--- config.mk ---
export PLATFORM = sky130hd
export DESIGN_NAME = combination_enumerator
export DESIGN_NICKNAME = d
export VERILOG_FILES = /design/src/hdl/cen_pkg.sv /design/src/hdl/cen_store.sv /design/src/hdl/cen_unit.sv /design/src/hdl/combination_enumerator.sv
export SDC_FILE = /design/constraint.sdc
export NUM_CORES = 1
export LEC_CHECK = 0
export BUFFER_PORTS_ARGS = -buffer_cell sky130_fd_sc_hd__buf_2
export CORE_AREA = 2 2 148 150
export CTS_BUF_LIST = sky130_fd_sc_hd__clkbuf_16
export DETAILED_ROUTE_END_ITERATION = 16
export DIE_AREA = 0 0 150 152
export PLACE_DENSITY_LB_ADDON = 0.25
export SETUP_SLACK_MARGIN = 0.3
export SLEW_MARGIN = 15
export SYNTH_ARGS = -nofsm -noshare
export SYNTH_HDL_FRONTEND = slang
export SYNTH_SLANG_ARGS = --single-unit
--- constraint.sdc ---
create_clock -name clk -period 4.5 [get_ports clk]
set_clock_uncertainty 0.15 [all_clocks]
set_input_delay 0.9 -clock clk [delete_from_list [all_inputs] [get_ports clk]]
set_output_delay 0.9 -clock clk [all_outputs]
set_load 0.05 [all_outputs]
--- src/hdl/cen_pkg.sv ---
`default_nettype none

package cen_pkg;

    localparam int VALUE_W = 6;
    localparam int COUNT_W = 5;

    typedef enum logic [0:0] {
        REG_CHOOSE_COUNT  = 1'b0,
        REG_UNIVERSE_SIZE = 1'b1
    } reg_index_t;

    typedef enum logic [2:0] {
        ST_IDLE,
        ST_SCAN,
        ST_FILL,
        ST_EMIT_RD,
        ST_EMIT_LD,
        ST_EMIT_WAIT
    } state_t;

endpackage

`default_nettype wire

--- src/hdl/cen_store.sv ---
`default_nettype none

module cen_store #(
    parameter int DEPTH = 16
) (
    input  wire logic                                           clk,
    input  wire logic                                           wr_en,
    input  wire logic [((DEPTH > 1) ? $clog2(DEPTH) : 1)-1:0]   wr_addr,
    input  wire logic [cen_pkg::VALUE_W-1:0]                    wr_data,
    input  wire logic                                           rd_en,
    input  wire logic [((DEPTH > 1) ? $clog2(DEPTH) : 1)-1:0]   rd_addr,
    output logic      [cen_pkg::VALUE_W-1:0]                    rd_data
);

    logic [cen_pkg::VALUE_W-1:0] mem [DEPTH];
    logic [cen_pkg::VALUE_W-1:0] rd_data_reg;

    always_ff @(posedge clk)
    begin
        if (wr_en)
        begin
            mem[wr_addr] <= wr_data;
        end
    end

    always_ff @(posedge clk)
    begin
        if (rd_en)
        begin
            rd_data_reg <= mem[rd_addr];
        end
    end

    assign rd_data = rd_data_reg;

endmodule

`default_nettype wire

--- src/hdl/cen_unit.sv ---
`default_nettype none

module cen_unit #(
    parameter int IDX_W = 4
) (
    input  wire logic [cen_pkg::VALUE_W-1:0] a,
    input  wire logic [IDX_W-1:0]            idx,
    input  wire logic [cen_pkg::COUNT_W-1:0] k,
    input  wire logic [cen_pkg::VALUE_W-1:0] m,
    output logic                             lt,
    output logic                             eq,
    output logic [cen_pkg::VALUE_W-1:0]      inc
);

    logic [7:0] bound;
    logic [7:0] a_ext;

    // largest value allowed at position idx: m - k + 1 + idx
    assign bound = 8'(m) + 8'd1 + 8'(idx) - 8'(k);
    assign a_ext = 8'(a);
    assign lt    = (a_ext < bound);
    assign eq    = (a_ext == bound);
    assign inc   = a + cen_pkg::VALUE_W'(1);

endmodule

`default_nettype wire

--- src/hdl/combination_enumerator.sv ---
`default_nettype none

// Steps through the k-element subsets of 1..m in lexicographic order, one
// combination per request transaction, sent out smallest element first as k
// result transactions. The current combination lives in a small memory with
// one write and one read port, and one shared compare/increment unit walks it
// one position per cycle: a restart writes 1..k; an advance scans back from the
// last position and rewrites the tail; each element is then read out of the
// memory and presented. An exhausted or invalid-configuration answer is given
// at once, or after the backward scan when it is what finds the list used up.
// No new request is taken until the last result of the current one is taken.
module combination_enumerator #(
    parameter int MAX_CHOOSE   = 16,
    parameter int MAX_UNIVERSE = 32
) (
    input  wire logic                            clk,
    input  wire logic                            rst_n,
    input  wire logic                            wr_en,
    input  wire logic [0:0]                      wr_index,
    input  wire logic [cen_pkg::VALUE_W-1:0]     wr_data,
    input  wire logic                            in_valid,
    output logic                                 in_ready,
    input  wire logic                            restart,
    output logic                                 out_valid,
    input  wire logic                            out_ready,
    output logic [cen_pkg::VALUE_W-1:0]          element_value,
    output logic                                 last_element,
    output logic                                 final_combination,
    output logic                                 exhausted
);

    localparam int IDX_W = (MAX_CHOOSE > 1) ? $clog2(MAX_CHOOSE) : 1;

    cen_pkg::state_t state_reg, state_next;

    logic [cen_pkg::COUNT_W-1:0] choose_count_reg;
    logic [cen_pkg::VALUE_W-1:0] universe_size_reg;
    logic                        started_reg, started_next;
    logic                        done_reg, done_next;
    logic [IDX_W-1:0]            idx_reg, idx_next;
    logic [cen_pkg::VALUE_W-1:0] val_reg, val_next;

    logic                        out_valid_reg, out_valid_next;
    logic [cen_pkg::VALUE_W-1:0] out_value_reg, out_value_next;
    logic                        out_last_reg, out_last_next;
    logic                        out_final_reg, out_final_next;
    logic                        out_exh_reg, out_exh_next;

    logic                        mem_wr_en;
    logic [IDX_W-1:0]            mem_wr_addr;
    logic [cen_pkg::VALUE_W-1:0] mem_wr_data;
    logic                        mem_rd_en;
    logic [IDX_W-1:0]            mem_rd_addr;
    logic [cen_pkg::VALUE_W-1:0] mem_rd_data;

    logic [cen_pkg::VALUE_W-1:0] unit_a;
    logic                        unit_lt;
    logic                        unit_eq;
    logic [cen_pkg::VALUE_W-1:0] unit_inc;

    logic                        cfg_bad;
    logic                        last_idx;
    logic                        in_xact;
    logic                        out_xact;

    cen_store #(
        .DEPTH (MAX_CHOOSE)
    ) u_store (
        .clk     (clk),
        .wr_en   (mem_wr_en),
        .wr_addr (mem_wr_addr),
        .wr_data (mem_wr_data),
        .rd_en   (mem_rd_en),
        .rd_addr (mem_rd_addr),
        .rd_data (mem_rd_data)
    );

    cen_unit #(
        .IDX_W (IDX_W)
    ) u_unit (
        .a   (unit_a),
        .idx (idx_reg),
        .k   (choose_count_reg),
        .m   (universe_size_reg),
        .lt  (unit_lt),
        .eq  (unit_eq),
        .inc (unit_inc)
    );

    assign cfg_bad  = (choose_count_reg == '0)
                   || (7'(choose_count_reg) > 7'(universe_size_reg))
                   || (7'(choose_count_reg) > 7'(MAX_CHOOSE))
                   || (7'(universe_size_reg) > 7'(MAX_UNIVERSE));
    assign last_idx = (7'(idx_reg) == (7'(choose_count_reg) - 7'd1));
    assign in_ready = (state_reg == cen_pkg::ST_IDLE);
    assign in_xact  = in_valid && in_ready;
    assign out_xact = out_valid_reg && out_ready;
    assign unit_a   = (state_reg == cen_pkg::ST_FILL) ? val_reg : mem_rd_data;

    // configuration registers
    always_ff @(posedge clk or negedge rst_n)
    begin
        if (!rst_n)
        begin
            choose_count_reg  <= cen_pkg::COUNT_W'(1);
            universe_size_reg <= cen_pkg::VALUE_W'(1);
        end
        else if (wr_en)
        begin
            unique case (cen_pkg::reg_index_t'(wr_index))
                cen_pkg::REG_CHOOSE_COUNT:
                begin
                    choose_count_reg <= wr_data[cen_pkg::COUNT_W-1:0];
                end
                cen_pkg::REG_UNIVERSE_SIZE:
                begin
                    universe_size_reg <= wr_data;
                end
                default:
                begin
                    choose_count_reg <= choose_count_reg;
                end
            endcase
        end
    end

    always_ff @(posedge clk or negedge rst_n)
    begin
        if (!rst_n)
        begin
            state_reg     <= cen_pkg::ST_IDLE;
            started_reg   <= 1'b0;
            done_reg      <= 1'b0;
            idx_reg       <= '0;
            out_valid_reg <= 1'b0;
        end
        else
        begin
            state_reg     <= state_next;
            started_reg   <= started_next;
            done_reg      <= done_next;
            idx_reg       <= idx_next;
            out_valid_reg <= out_valid_next;
        end
    end

    always_ff @(posedge clk)
    begin
        val_reg       <= val_next;
        out_value_reg <= out_value_next;
        out_last_reg  <= out_last_next;
        out_final_reg <= out_final_next;
        out_exh_reg   <= out_exh_next;
    end

    always_comb
    begin
        state_next     = state_reg;
        started_next   = started_reg;
        done_next      = done_reg;
        idx_next       = idx_reg;
        val_next       = val_reg;
        out_valid_next = out_valid_reg;
        out_value_next = out_value_reg;
        out_last_next  = out_last_reg;
        out_final_next = out_final_reg;
        out_exh_next   = out_exh_reg;
        mem_wr_en      = 1'b0;
        mem_wr_addr    = idx_reg;
        mem_wr_data    = val_reg;
        mem_rd_en      = 1'b0;
        mem_rd_addr    = idx_reg;

        unique case (state_reg)
            cen_pkg::ST_IDLE:
            begin
                if (in_xact)
                begin
                    priority if (cfg_bad || (!restart && started_reg && done_reg))
                    begin
                        out_valid_next = 1'b1;
                        out_value_next = '0;
                        out_last_next  = 1'b0;
                        out_final_next = 1'b0;
                        out_exh_next   = 1'b1;
                        state_next     = cen_pkg::ST_EMIT_WAIT;
                    end
                    else if (restart || !started_reg)
                    begin
                        started_next = 1'b1;
                        done_next    = 1'b0;
                        idx_next     = '0;
                        val_next     = cen_pkg::VALUE_W'(1);
                        state_next   = cen_pkg::ST_FILL;
                    end
                    else
                    begin
                        idx_next    = IDX_W'(choose_count_reg - cen_pkg::COUNT_W'(1));
                        mem_rd_en   = 1'b1;
                        mem_rd_addr = IDX_W'(choose_count_reg - cen_pkg::COUNT_W'(1));
                        state_next  = cen_pkg::ST_SCAN;
                    end
                end
            end
            // find the rightmost position that can still grow
            cen_pkg::ST_SCAN:
            begin
                priority if (unit_lt)
                begin
                    val_next   = unit_inc;
                    state_next = cen_pkg::ST_FILL;
                end
                else if (idx_reg == '0)
                begin
                    done_next      = 1'b1;
                    out_valid_next = 1'b1;
                    out_value_next = '0;
                    out_last_next  = 1'b0;
                    out_final_next = 1'b0;
                    out_exh_next   = 1'b1;
                    state_next     = cen_pkg::ST_EMIT_WAIT;
                end
                else
                begin
                    idx_next    = idx_reg - IDX_W'(1);
                    mem_rd_en   = 1'b1;
                    mem_rd_addr = idx_reg - IDX_W'(1);
                end
            end
            // write an ascending run from idx up to position k-1
            cen_pkg::ST_FILL:
            begin
                mem_wr_en = 1'b1;
                if (last_idx)
                begin
                    idx_next   = '0;
                    state_next = cen_pkg::ST_EMIT_RD;
                end
                else
                begin
                    idx_next = idx_reg + IDX_W'(1);
                    val_next = unit_inc;
                end
            end
            cen_pkg::ST_EMIT_RD:
            begin
                mem_rd_en  = 1'b1;
                state_next = cen_pkg::ST_EMIT_LD;
            end
            cen_pkg::ST_EMIT_LD:
            begin
                out_valid_next = 1'b1;
                out_value_next = mem_rd_data;
                out_last_next  = last_idx;
                out_exh_next   = 1'b0;
                // the first element at its bound marks the final combination
                out_final_next = (idx_reg == '0) ? unit_eq : out_final_reg;
                state_next     = cen_pkg::ST_EMIT_WAIT;
            end
            cen_pkg::ST_EMIT_WAIT:
            begin
                if (out_xact)
                begin
                    out_valid_next = 1'b0;
                    if (out_exh_reg || out_last_reg)
                    begin
                        state_next = cen_pkg::ST_IDLE;
                    end
                    else
                    begin
                        idx_next    = idx_reg + IDX_W'(1);
                        mem_rd_en   = 1'b1;
                        mem_rd_addr = idx_reg + IDX_W'(1);
                        state_next  = cen_pkg::ST_EMIT_LD;
                    end
                end
            end
            default:
            begin
                state_next = cen_pkg::ST_IDLE;
            end
        endcase

        if (wr_en)
        begin
            started_next = 1'b0;
            done_next    = 1'b0;
        end
    end

    assign out_valid         = out_valid_reg;
    assign element_value     = out_value_reg;
    assign last_element      = out_last_reg;
    assign final_combination = out_final_reg;
    assign exhausted         = out_exh_reg;

endmodule

`default_nettype wire

* After elaboration in Yosys (flattened, before gate mapping)
Memories as Yosys holds them, arrays and structs flattened. A register that Yosys moved wholly into a read port is not among the register bits.
Index checks and enable logic that the tools add are counted.
** Operators by class
- Reductions and logical operators :: 33
- Add/subtract/negate cells :: 8
- Equality and inequality tests :: 25
- Multiplexer cells :: 69
- Magnitude comparators :: 4
- Bitwise operators :: 1
** Operators with widths (count)
- 2-to-1 mux 6 bit :: 10
- 2-to-1 mux 4 bit :: 11
- case mux 6 bit (3 select lines) :: 2
- 2-to-1 mux 1 bit :: 29
- AND reduction 6 bit :: 4
- 2-to-1 mux 3 bit :: 7
- case mux 3 bit (6 select lines) :: 1
- != test 2 bit (second input constant) :: 8
- case mux 4 bit (4 select lines) :: 1
- case mux 4 bit (3 select lines) :: 1
- != test 3 x 2 -> 1 bit (second input constant) :: 3
- != test 3 bit (second input constant) :: 3
- case mux 1 bit (3 select lines) :: 3
- nonzero test 3 bit :: 3
- adder 8 x 4 -> 8 bit :: 1
- equality test 6 x 8 -> 1 bit :: 1
- < comparator 6 x 8 -> 1 bit :: 1
- != test 2 x 1 -> 1 bit (second input constant) :: 4
- case mux 1 bit (4 select lines) :: 2
- AND reduction 4 bit :: 2
- nonzero test 4 bit :: 2
- subtractor 4 x 1 -> 4 bit (second input constant) :: 2
- subtractor 8 x 5 -> 8 bit :: 1
- adder 6 x 1 -> 7 bit (second input constant) :: 1
- other kinds (23) :: 37
** Word-level totals
- Register bits :: 36
- Memories kept :: 1
- Logic and storage cells :: 153
- Output and inout port bits :: 11
- Memory bits (writable) :: 96
- Input bits :: 13
** Memory list
- u_store.mem :: words 16, bits a word 6, read ports 1, clocked after memory_dff 1, write ports 1, RTL line cen_store.sv:15 : logic [cen_pkg::VALUE_W-1:0] mem [DEPTH];

* Longest topological paths before layout
Gate-level depths: netlist (run 1).
- Depth in word-level cells :: 9
- Mapped depth :: 22
- Depth with buffers taken out :: 19

* By module
A second synthesis (run 1) with hierarchy kept.
** Unflattened totals
- Cells, all modules :: 540
- Area, all modules :: 7100.6 um2
** By module, submodules not included
- cen_store :: instances 1, cells each 178, area an instance 3955.0 um2, sequential area each 3062.9 um2
- combination_enumerator :: instances 1, cells each 267, area an instance 2423.6 um2, sequential area each 978.4 um2
- cen_unit :: instances 1, cells each 95, area an instance 721.9 um2, sequential area each 0.0 um2

* Worst setup path before layout (run 1)
No wires, ideal clock.
- Path kind :: flip-flop to flip-flop
- Start point :: register universe_size_reg[0] (netlist name)
- End point :: register u_store.rd_data_reg, in the netlist u_store.rd_data[1] (read register of u_store.mem), data pin
- Arrival :: 4.486 ns
- Path slack :: -0.392 ns
- Cell stages (with the launch flop) :: 22
- Required time :: 4.093 ns
- Clock period less this slack :: 4.892 ns
- Library setup time :: 0.257 ns
- Buffers on the path :: 3
- Cell sequence :: dfstp_2 > inv_1 > ha_1 > fa_1 > fa_1 > a21o_1 > a21oi_1 > xor2_1 > ha_1 > or2_2 > a21oi_1 > a21oi_1 > nand4_1 > buf_4 > nor2_2 > a221oi_4 > buf_6 > buf_8 > mux2i_1 > mux2i_1 > o22ai_1 > nor3_2
** On the way
- Longest elaborated chain between the ends :: 8
- Elaborated cells on any way between the ends :: 18
- Classes of those cells :: add/sub (3); order compare (3); mux (8); reduce/logical (4)
** RTL lines
- start, declared :: RTL line combination_enumerator.sv:37 : logic [cen_pkg::VALUE_W-1:0] universe_size_reg;
- start signal, assigned :: RTL line combination_enumerator.sv:106 : universe_size_reg <= cen_pkg::VALUE_W'(1);
- start signal, assigned :: RTL line combination_enumerator.sv:117 : universe_size_reg <= wr_data;
- parallel branches: the longest is 8 deep, another holds adder 8 x 4 -> 8 bit
- end, declared :: RTL line cen_store.sv:16 : logic [cen_pkg::VALUE_W-1:0] rd_data_reg;
Several ways; the timed one is not identified.
A chain may end at the register's enable or synchronous reset.

* Worst setup path in the final report (run 1)
Same ends and word-level chain as after synthesis.

==> impl_metrics.yaml, run 1 <==
power_and_ir_drop:
  p_total_mw: 3.56
  p_per_area_mw_per_mm2: 387
  vdd_drop_max_mv: 0.241
  p_leak_nw: 3.56
global_route:
  antenna_found_initial: 0
  track_usage_pct: 16.8
  use_met3_pct: 3.03
  grt_util_met1_pct: 22.6
  grt_overflow: 0
  grt_max_degree: 27
  grt_pass1_wl_um: 28900
  grt_pass1_vias: 5212
  met2_usage_pct: 27.5
  top_usage_layer: "met2"
logic_synthesis:
  ys_seq_area_share_pct: 55.5
  ys_types: 65
  synth_top_area_share_pct: 48.2
  synth_most_common_cell: "edfxtp_1"
  synthesis.instances: 601
  synth.avg_cell_area_sq_um: 12.1
  syn_area_sq_mm: 0.00728
  synth_fp_nets: 647
  synth_top_area_cell: "edfxtp_1"
  async_flop_share_pct: 15.2
  ys_warn_count: 0
  synth_area_leaders: "edfxtp_1 (48%), mux2i_1 (9.1%), dfrtp_1 (6.5%)"
  synth_enable_flop_cells: 117
  synth_common_cells: "edfxtp_1 (117), mux2i_1 (66), nor2_1 (47)"
  ys_ff_latch: 138
  ys.flop_type: "edfxtp_1"
route:
  first_pass_iters: 4
  ant_nets: 0
  post_drt_via_cell_ratio: 5.24
  drt_iter0_markers: 477
  wl_per_cell_um: 18.8
  route.vias.total: 5210
  finalWirelength_um: 18600
  drc_errors: 0
sta:
  rsz0062_at_grt: "true"
  fin_ws_ns: -0.378
  finalHoldViolations: 0
  setup_viol: 17
  slew_headroom_pct: 41.4
  hold-worst-slack_ns: 0.297
  tightest_slew_ns: 0.857
  finalCritPeriodShare_pct: 108
  fin_tns_setup_ns: -2.46
  fmax_mhz: 205
  slew_violations: 0
  period_needed_ns: 4.88
floorplan:
  ios: 24
  core_sq_mm: 0.0214
  rows: 54
  die_h_um: 152
  die_w_um: 150
  die_area_sq_mm: 0.0228
  start_util_pct: 34.1
placed_design:
  gp_congestion: 0.864
  dp_hpwl_um: 13000
  dpl_worst_slack_ns: -0.432
  portBuffers: 23
clocking:
  clock-sinks: 138
  clk-insertion-delay-late_ns: 0.43
  cts_buffers: 17
  tritoncts: "yes"
  clk_pin_slew_ns: 0.06
  postCtsHoldBufs: 0
  ctsHtreeMaxLevel: 4
  cts_root_buf: "clkbuf_16"
  max-clock-path-buffers: 2
layout:
  final_net_count: 747
  n_antenna_cell: 0
  final_core_util_pct: 43.1
  largest_reg_flops: 96
  syn2layout_area_growth_pct: 26.4
  drive_above_1_share_pct: 27.5
  top_register: "u_store.mem"
critical_path:
  cp_top_family: "adder cells"
  crit_chain: "inv_2, ha_4, fa_2, fa_2, a21o_1, a21oi_2, xor2_1, ha_1, or2_4, a21oi_2, a21oi_1, nand4_1, buf_6, nor2_4, a221oi_4, buf_6, buf_16, mux2i_2, mux2i_1, o22ai_2, nor3_2"
  critPathLaunchType: "flop"
  max_stage_delay_ns: 0.57
  path_depth: 21
  worst_setup_path_end_kind: "flop"
  cp_num_buf_inv: 4
  reg2reg_depth: 21
  crit_slowest_cell: "dfstp_2"
  cp.required_ns: 4.53
  path_max_fanout: 7
  cp_data_arrival_time_ns: 4.90
  critical_path_class: "reg -> reg"
worst_hold_path:
  hold_path_class: "in -> async"
job:
  cap_viol_max_count: 0
status:
  status: "finished with violations"
  violations: "negative setup slack"
[layout make-up]
type / count / area [sq um]
fill: 1990 / 12100
sequential: 138 / 4040
multi-input combinational: 412 / 3260
timing repair buffer: 102 / 878
clock buffer: 17 / 425
tap: 280 / 350
clock inverter: 15 / 133
inverter: 30 / 118
[metrics by stage]
| stage | area (sq um) | instances |
|---|---|---|
| after floorplan | 7320 | 601 |
| after global placement | 8160 | 945 |
| after detailed placement | 8160 | 945 |
| after CTS | 9050 | 991 |
| after global routing | 9200 | 994 |
| final | 9200 | 994 |
[repair_timing]
action,4_1_cts,5_1_grt
pin swaps,14,15
setup endpoints to repair,31,35
setup buffers,11,3
resized for setup,33,28
cloned,3,0
[logic make-up after synthesis]
| logic type | Yosys count | synth area share [%] |
|---|---|---|
| multiplexers | 74 | 10.3 |
| AO/OA/AOI/OAI | 110 | 10.3 |
| adder cells (fa/ha/maj) | 33 | 6.08 |
| XOR/XNOR | 17 | 2.04 |
| flip-flops | 138 | 55.5 |
| AND/OR/NAND/NOR | 178 | 12.5 |
| buffers and inverters | 51 | 3.21 |
[final timing paths]
kind	slack, ns	end	from
max reg2reg	-0.38	u_store.rd_data[1]$_DFFE_PP_	universe_size_reg[0]$_DFFE_PN1P_
max in group asynchronous	3.53	choose_count_reg[0]$_DFFE_PN1P_	rst_n
max	-0.38	u_store.rd_data[1]$_DFFE_PP_	universe_size_reg[0]$_DFFE_PN1P_
min	0.30	universe_size_reg[4]$_DFFE_PN0P_	rst_n
min reg2reg	0.37	out_valid$_DFFE_PN0P_	out_valid$_DFFE_PN0P_
min in group clk	0.37	out_valid$_DFFE_PN0P_	out_valid$_DFFE_PN0P_
[per-layer routing]
metal / wire length, um / up-vias
li1: - / 2459
met1: 8640 / 2590
met2: 8890 / 133
met3: 793 / 28
met4: 323 / 0
met5: 0 / -
[power by group]
group / internal (mW) / switching [mW]
sequential: 1.39 / 0.0166
combinational: 0.435 / 0.399
clock: 0.803 / 0.518
total: 2.62 / 0.934
[cell usage in the layout, fill, tap and decap left out, drive strengths merged, types with 3 or more instances in the layout]
cell type,count
dfrtp,19
o211ai,3
a31oi,5
buf,102
inv,35
nand2b,4
fa,4
nand2,44
and3,14
nor2,48
or3,3
clkinv,6
edfxtp,117
mux2i,66
a211oi,3
a21oi,22
nor3b,6
mux2,8
nor3,20
a21o,5
nand3,17
o22ai,7
o21ai,28
or2,4
nand4,5
xnor2,11
xor2,6
a22o,12
ha,29
clkbuf,17
nor2b,5
o32ai,3
(Power assumes the default switching activity.)
==> inputs of run 2 (changes only) <==
- PLACE_DENSITY: not set -> 0.51
- PLACE_DENSITY_LB_ADDON: 0.25 -> not set
==> impl_metrics.yaml, run 2 (synthesis results as in run 1) <==
critical_path:
  cp.required_ns: 4.52
  cp_data_arrival_time_ns: 4.95
  critPathLaunchType: "flop"
  path_max_fanout: 7
  max_stage_delay_ns: 0.57
  critical_path_class: "reg -> reg"
  crit_slowest_cell: "dfstp_2"
  crit_chain: "inv_2, ha_4, fa_1, ha_1, a21o_1, a21oi_2, xor2_1, ha_1, o21a_1, o31ai_1, a21oi_1, nand4_1, o211a_1, a221oi_4, buf_6, buf_16, mux2i_1, mux2i_1, o22ai_1, nor3_2"
  worst_setup_path_end_kind: "flop"
placed_design:
  portBuffers: 23
  dpl_worst_slack_ns: -0.533
  placed_cells: 953
  gp_congestion: 0.864
  dp_hpwl_um: 13300
sta:
  setup_viol: 17
  tightest_slew_ns: 1.07
  period_needed_ns: 4.93
  fin_ws_ns: -0.429
  finalCritPeriodShare_pct: 110
  finalHoldViolations: 0
  slew_headroom_pct: 28.2
  fmax_mhz: 203
  rsz0062_at_grt: "true"
  slew_violations: 0
clocking:
  clk_pin_slew_ns: 0.07
  clock-sinks: 138
  max-clock-path-buffers: 2
  cts_buffers: 17
  tritoncts: "yes"
  ctsHtreeMaxLevel: 4
  postCtsHoldBufs: 0
  cts_root_buf: "clkbuf_16"
  clk-insertion-delay-late_ns: 0.43
layout:
  largest_reg_flops: 96
  drive_above_1_share_pct: 26.4
  nFillCells: 2026
  final_core_util_pct: 42.6
  n_antenna_cell: 0
  final_net_count: 745
  mostFrequentLayoutCells: "edfxtp_1 (117), buf_4 (68), mux2i_1 (64)"
  layout_commonest_cell: "edfxtp_1"
  syn2layout_area_growth_pct: 24.8
  final-instance-count-excl-fill: 992
  top_register: "u_store.mem"
job:
  cap_viol_max_count: 0
route:
  first_pass_iters: 5
  drt_iter0_markers: 403
  drc_errors: 0
  wl_per_cell_um: 18.8
  route.vias.total: 5102
  ant_nets: 0
  finalWirelength_um: 18700
  post_drt_via_cell_ratio: 5.14
power_and_ir_drop:
  p_per_area_mw_per_mm2: 386
  vdd_drop_max_mv: 0.228
  p_leak_nw: 3.59
floorplan:
  start_util_pct: 34.1
  ios: 24
  die_area_sq_mm: 0.0228
  die_h_um: 152
  core_sq_mm: 0.0214
  rows: 54
  die_w_um: 150
global_route:
  grt_overflow: 0
  track_usage_pct: 16.9
  grt_pass1_wl_um: 29200
  antenna_found_initial: 0
  grt_pass1_vias: 5100
  grt_max_degree: 27
status:
  violations: "negative setup slack"
  status: "finished with violations"
worst_hold_path:
  hold_path_class: "in -> async"
-- run 2: cell types whose count changed in the layout (fill, tap and decap cells not counted), sizes merged --
cell      delta
bufinv       -1
clkbuf       +1
clkinv       +4
buf          -3
inv          -1
clkinvlp     -2
-- run 2: report_power, final --
group | internal, mW | switching (mW) | total [mW]
logic | 0.385 | 0.373 | 0.758
clock network | 0.770 | 0.578 | 1.35
registers | 1.38 | 0.0173 | 1.40
-- run 2: cell type report --
cell class                      count  area [sq um]  share of cell area, %
Clock inverter                     15           141                   1.56
Timing Repair Buffer              100           810                   8.91
Clock buffer                       17           425                   4.68
Inverter                           30           118                   1.29
Sequential cell                   138          4040                   44.5
Multi-Input combinational cell    412          3200                   35.2
Tap cell                          280           350                   3.86
-- run 2: what timing repair did --
action / 4_1_cts / 5_1_grt
setup buffers: 4 / 1
gates resized for setup: 22 / 13
gates cloned: 1 / 1
pin swaps: 9 / 10
endpoints found under the setup margin: 32 / 35
-- run 2: path summary, 6_finish.rpt --
| path | to | startpoint | cells after the start | slack, ns |
|---|---|---|---|---|
| max in group asynchronous | choose_count_reg[0]$_DFFE_PN1P_ | rst_n | 1 | 3.54 |
| min in group clk | out_valid$_DFFE_PN0P_ | out_valid$_DFFE_PN0P_ | 2 | 0.35 |
| hold / removal | started_reg$_DFFE_PN0P_ | rst_n | 1 | 0.29 |
| setup / recovery | u_store.rd_data[4]$_DFFE_PP_ | universe_size_reg[0]$_DFFE_PN1P_ | 20 | -0.43 |
| setup reg to reg | u_store.rd_data[4]$_DFFE_PP_ | universe_size_reg[0]$_DFFE_PN1P_ | 20 | -0.43 |
| hold reg to reg | out_valid$_DFFE_PN0P_ | out_valid$_DFFE_PN0P_ | 2 | 0.35 |
-- run 2: worst max-delay path: cells and delay by family, from the launching register on --
kind | cells | cell delay (ns)
fa+ha+maj | 4 | 1.36
simple gates | 2 | 0.26
compound gates | 8 | 1.58
buf+inv | 3 | 0.39
mux | 2 | 0.28
flops | 1 | 0.57
xor+xnor | 1 | 0.09
-- run 2: metrics by stage --
| stage | hold WS, ns | instance area (sq um) | total power [mW] | TNS [ns] |
|---|---|---|---|---|
| floorplan | 0.327 | 7320 | 1.89 | -0.290 |
| global placement | 0.338 | 8260 | 2.10 | -4.74 |
| detailed placement | 0.337 | 8260 | 2.12 | -5.02 |
| CTS | 0.308 | 9000 | 3.51 | -3.92 |
| global route | 0.334 | 9090 | 3.67 | -7.85 |
| finish | 0.288 | 9090 | 3.51 | -3.72 |
-- run 2: per-layer routing --
layer | wire (um) | GRT usage (%) | vias up
met5 | 0 | 0 | -
met4 | 342 | 4.90 | 0
met3 | 635 | 3.03 | 22
met2 | 8820 | 26.9 | 104
met1 | 8870 | 23.6 | 2516
li1 | - | - | 2460
==> inputs of run 3 (changes only) <==
- ABC_AREA: not set -> 1
- CORE_AREA: 2 2 148 150 -> 2 2 152 154
- CTS_CLUSTER_SIZE: not set -> 25
- DIE_AREA: 0 0 150 152 -> 0 0 154 156
==> impl_metrics.yaml, run 3 <==
status:
  status: "completed"
clocking:
  cts_root_buf: "clkbuf_16"
  cts_buffers: 17
  clock-sinks: 138
  ctsHtreeMaxLevel: 4
  clk_pin_slew_ns: 0.06
  clk-insertion-delay-late_ns: 0.43
  max-clock-path-buffers: 2
  tritoncts: "yes"
logic_synthesis:
  ys_types: 44
  synth_area_leaders: "edfxtp_1 (46%), nand2_1 (9.8%), nand3_1 (8.8%)"
  ys.flop_type: "edfxtp_1"
  synthesis.instances: 872
  ys_warn_count: 0
  synth_top_area_share_pct: 45.5
  synth.avg_cell_area_sq_um: 8.85
  synth_top_area_cell: "edfxtp_1"
  syn_area_sq_mm: 0.00771
  ys_seq_area_share_pct: 52.4
  synth_most_common_cell: "nand2_1"
  synth_common_cells: "nand2_1 (201), inv_1 (142), nand3_1 (136)"
  async_flop_share_pct: 15.2
  synth_fp_nets: 918
  synth_enable_flop_cells: 117
  ys_ff_latch: 138
global_route:
  top_usage_layer: "met2"
  grt_pass1_wl_um: 33900
  met2_usage_pct: 32.0
  grt_pass1_vias: 6154
  antenna_found_initial: 0
  grt_util_met1_pct: 23.6
  grt_max_degree: 25
  grt_overflow: 0
  track_usage_pct: 18.8
  use_met3_pct: 4.06
job:
  cap_viol_max_count: 0
layout:
  n_antenna_cell: 0
  largest_reg_flops: 96
  top_register: "u_store.mem"
  final_core_util_pct: 43.4
  syn2layout_area_growth_pct: 25.8
  final_net_count: 989
  mostFrequentLayoutCells: "nand2_1 (193), inv_1 (139), edfxtp_1 (117)"
  layout_commonest_cell: "nand2_1"
  drive_above_1_share_pct: 20.3
  final-instance-count-excl-fill: 1241
critical_path:
  critical_path_class: "reg -> reg"
  cp_num_buf_inv: 3
  max_stage_delay_ns: 0.59
  r2r_end: "u_store.rd_data[5]$_DFFE_PP_"
  cp_data_arrival_time_ns: 4.47
  cp_common_cell: "nand2_1"
  reg2reg_depth: 27
  cp_top_family: "simple AND/OR/NAND/NOR gates"
  worst_setup_path_end_kind: "flop"
  r2r_setup_slack_ns: 0.07
  crit_slowest_cell: "dfstp_2"
  path_max_fanout: 6
  crit-reg2reg-launch: "universe_size_reg[0]$_DFFE_PN1P_"
  critPathLaunchType: "flop"
  cp.required_ns: 4.54
sta:
  slew_headroom_pct: 45.1
  finalHoldViolations: 0
  setup_viol: 0
  fmax_mhz: 226
  tightest_slew_ns: 0.823
  rsz0062_at_grt: "true"
  finalCritPeriodShare_pct: 98.4
  period_needed_ns: 4.43
  slew_violations: 0
route:
  finalWirelength_um: 22400
  first_pass_iters: 5
  post_drt_via_cell_ratio: 5.01
  route.vias.total: 6212
  ant_nets: 0
  drt_iter0_markers: 474
  wl_per_cell_um: 18.0
  drc_errors: 0
floorplan:
  core_sq_mm: 0.0224
  ios: 24
  rows: 55
  die_w_um: 154
  start_util_pct: 34.5
  die_h_um: 156
  die_area_sq_mm: 0.0240
placed_design:
  gp_congestion: 0.913
  dp_hpwl_um: 14500
  portBuffers: 23
  placed_cells: 1183
worst_hold_path:
  hold_path_class: "in -> async"
run 3: cell types whose count changed in the layout (fill, tap and decap cells not counted), sizes merged, moves of 24 or more:
cell   delta
nand3   +121
mux2i    -66
nand2   +160
nor2     +24
inv     +121
buf      -27
run 3: logic make-up (layout without fill, tap and decap cells):
| family | count (synthesis) | count (layout) | share of synthesized area, % |
|---|---|---|---|
| buffers and inverters | 174 | 257 | 9.29 |
| AOI/OAI and AO/OA | 67 | 67 | 5.03 |
| DFF | 138 | 138 | 52.4 |
| and+or+nand+nor | 445 | 446 | 25.9 |
| adders and majority gates | 33 | 33 | 5.74 |
| xor gates and xnor gates | 15 | 15 | 1.70 |
run 3: how the worst max path moves through the flow:
stage | startpoint | to | slack, ns | cells after the start
2_1_floorplan | universe_size_reg[0]$_DFFE_PN1P_ | u_store.rd_data[4]$_DFFE_PP_ | 0.35 | 27
3_3_place_gp | universe_size_reg[0]$_DFFE_PN1P_ | u_store.rd_data[0]$_DFFE_PP_ | -0.05 | 23
3_5_place_dp | universe_size_reg[0]$_DFFE_PN1P_ | u_store.rd_data[0]$_DFFE_PP_ | -0.13 | 24
4_1_cts | universe_size_reg[0]$_DFFE_PN1P_ | u_store.rd_data[1]$_DFFE_PP_ | 0.10 | 27
5_1_grt | universe_size_reg[0]$_DFFE_PN1P_ | u_store.rd_data[5]$_DFFE_PP_ | -0.17 | 27
6_report | universe_size_reg[0]$_DFFE_PN1P_ | u_store.rd_data[5]$_DFFE_PP_ | 0.07 | 27
run 3: layer usage:
layer	wire (um)	share of wire [%]
met5	0	0
met4	552	2.5
met3	1100	4.9
met2	11000	49
met1	9770	44
run 3: stage by stage:
step / hold WS [ns] / cell area, sq um / worst slack [ns] / TNS (ns)
floorplan: 0.329 / 7720 / 0.346 / 0
global placement: 0.357 / 8320 / -0.0502 / -0.135
detailed placement: 0.363 / 8320 / -0.131 / -0.502
CTS: 0.288 / 9270 / 0.104 / 0
global route: 0.304 / 9700 / -0.173 / -1.51
finish: 0.276 / 9700 / 0.0724 / 0
run 3: repair_timing:
item | CTS | global route
pin swaps | 18 | 20
endpoints found under the setup margin | 21 | 33
cloned | 6 | 6
resized for setup | 36 | 50
setup buffers | 9 | 5
hold buffers | 0 | 0
run 3: cell type report:
type / count / area [sq um]
well taps: 285 / 357
clock inverters: 15 / 154
repair buffers: 78 / 847
flip-flops and latches: 138 / 4040
clock buffers: 17 / 425
fillers: 2185 / 12700
multi-input cells: 561 / 3330
inverters: 147 / 552
Power of run 3 is left out: the tool's default activity adds up to more than one toggle a clock period on the data nets, which glitch-free logic cannot reach.
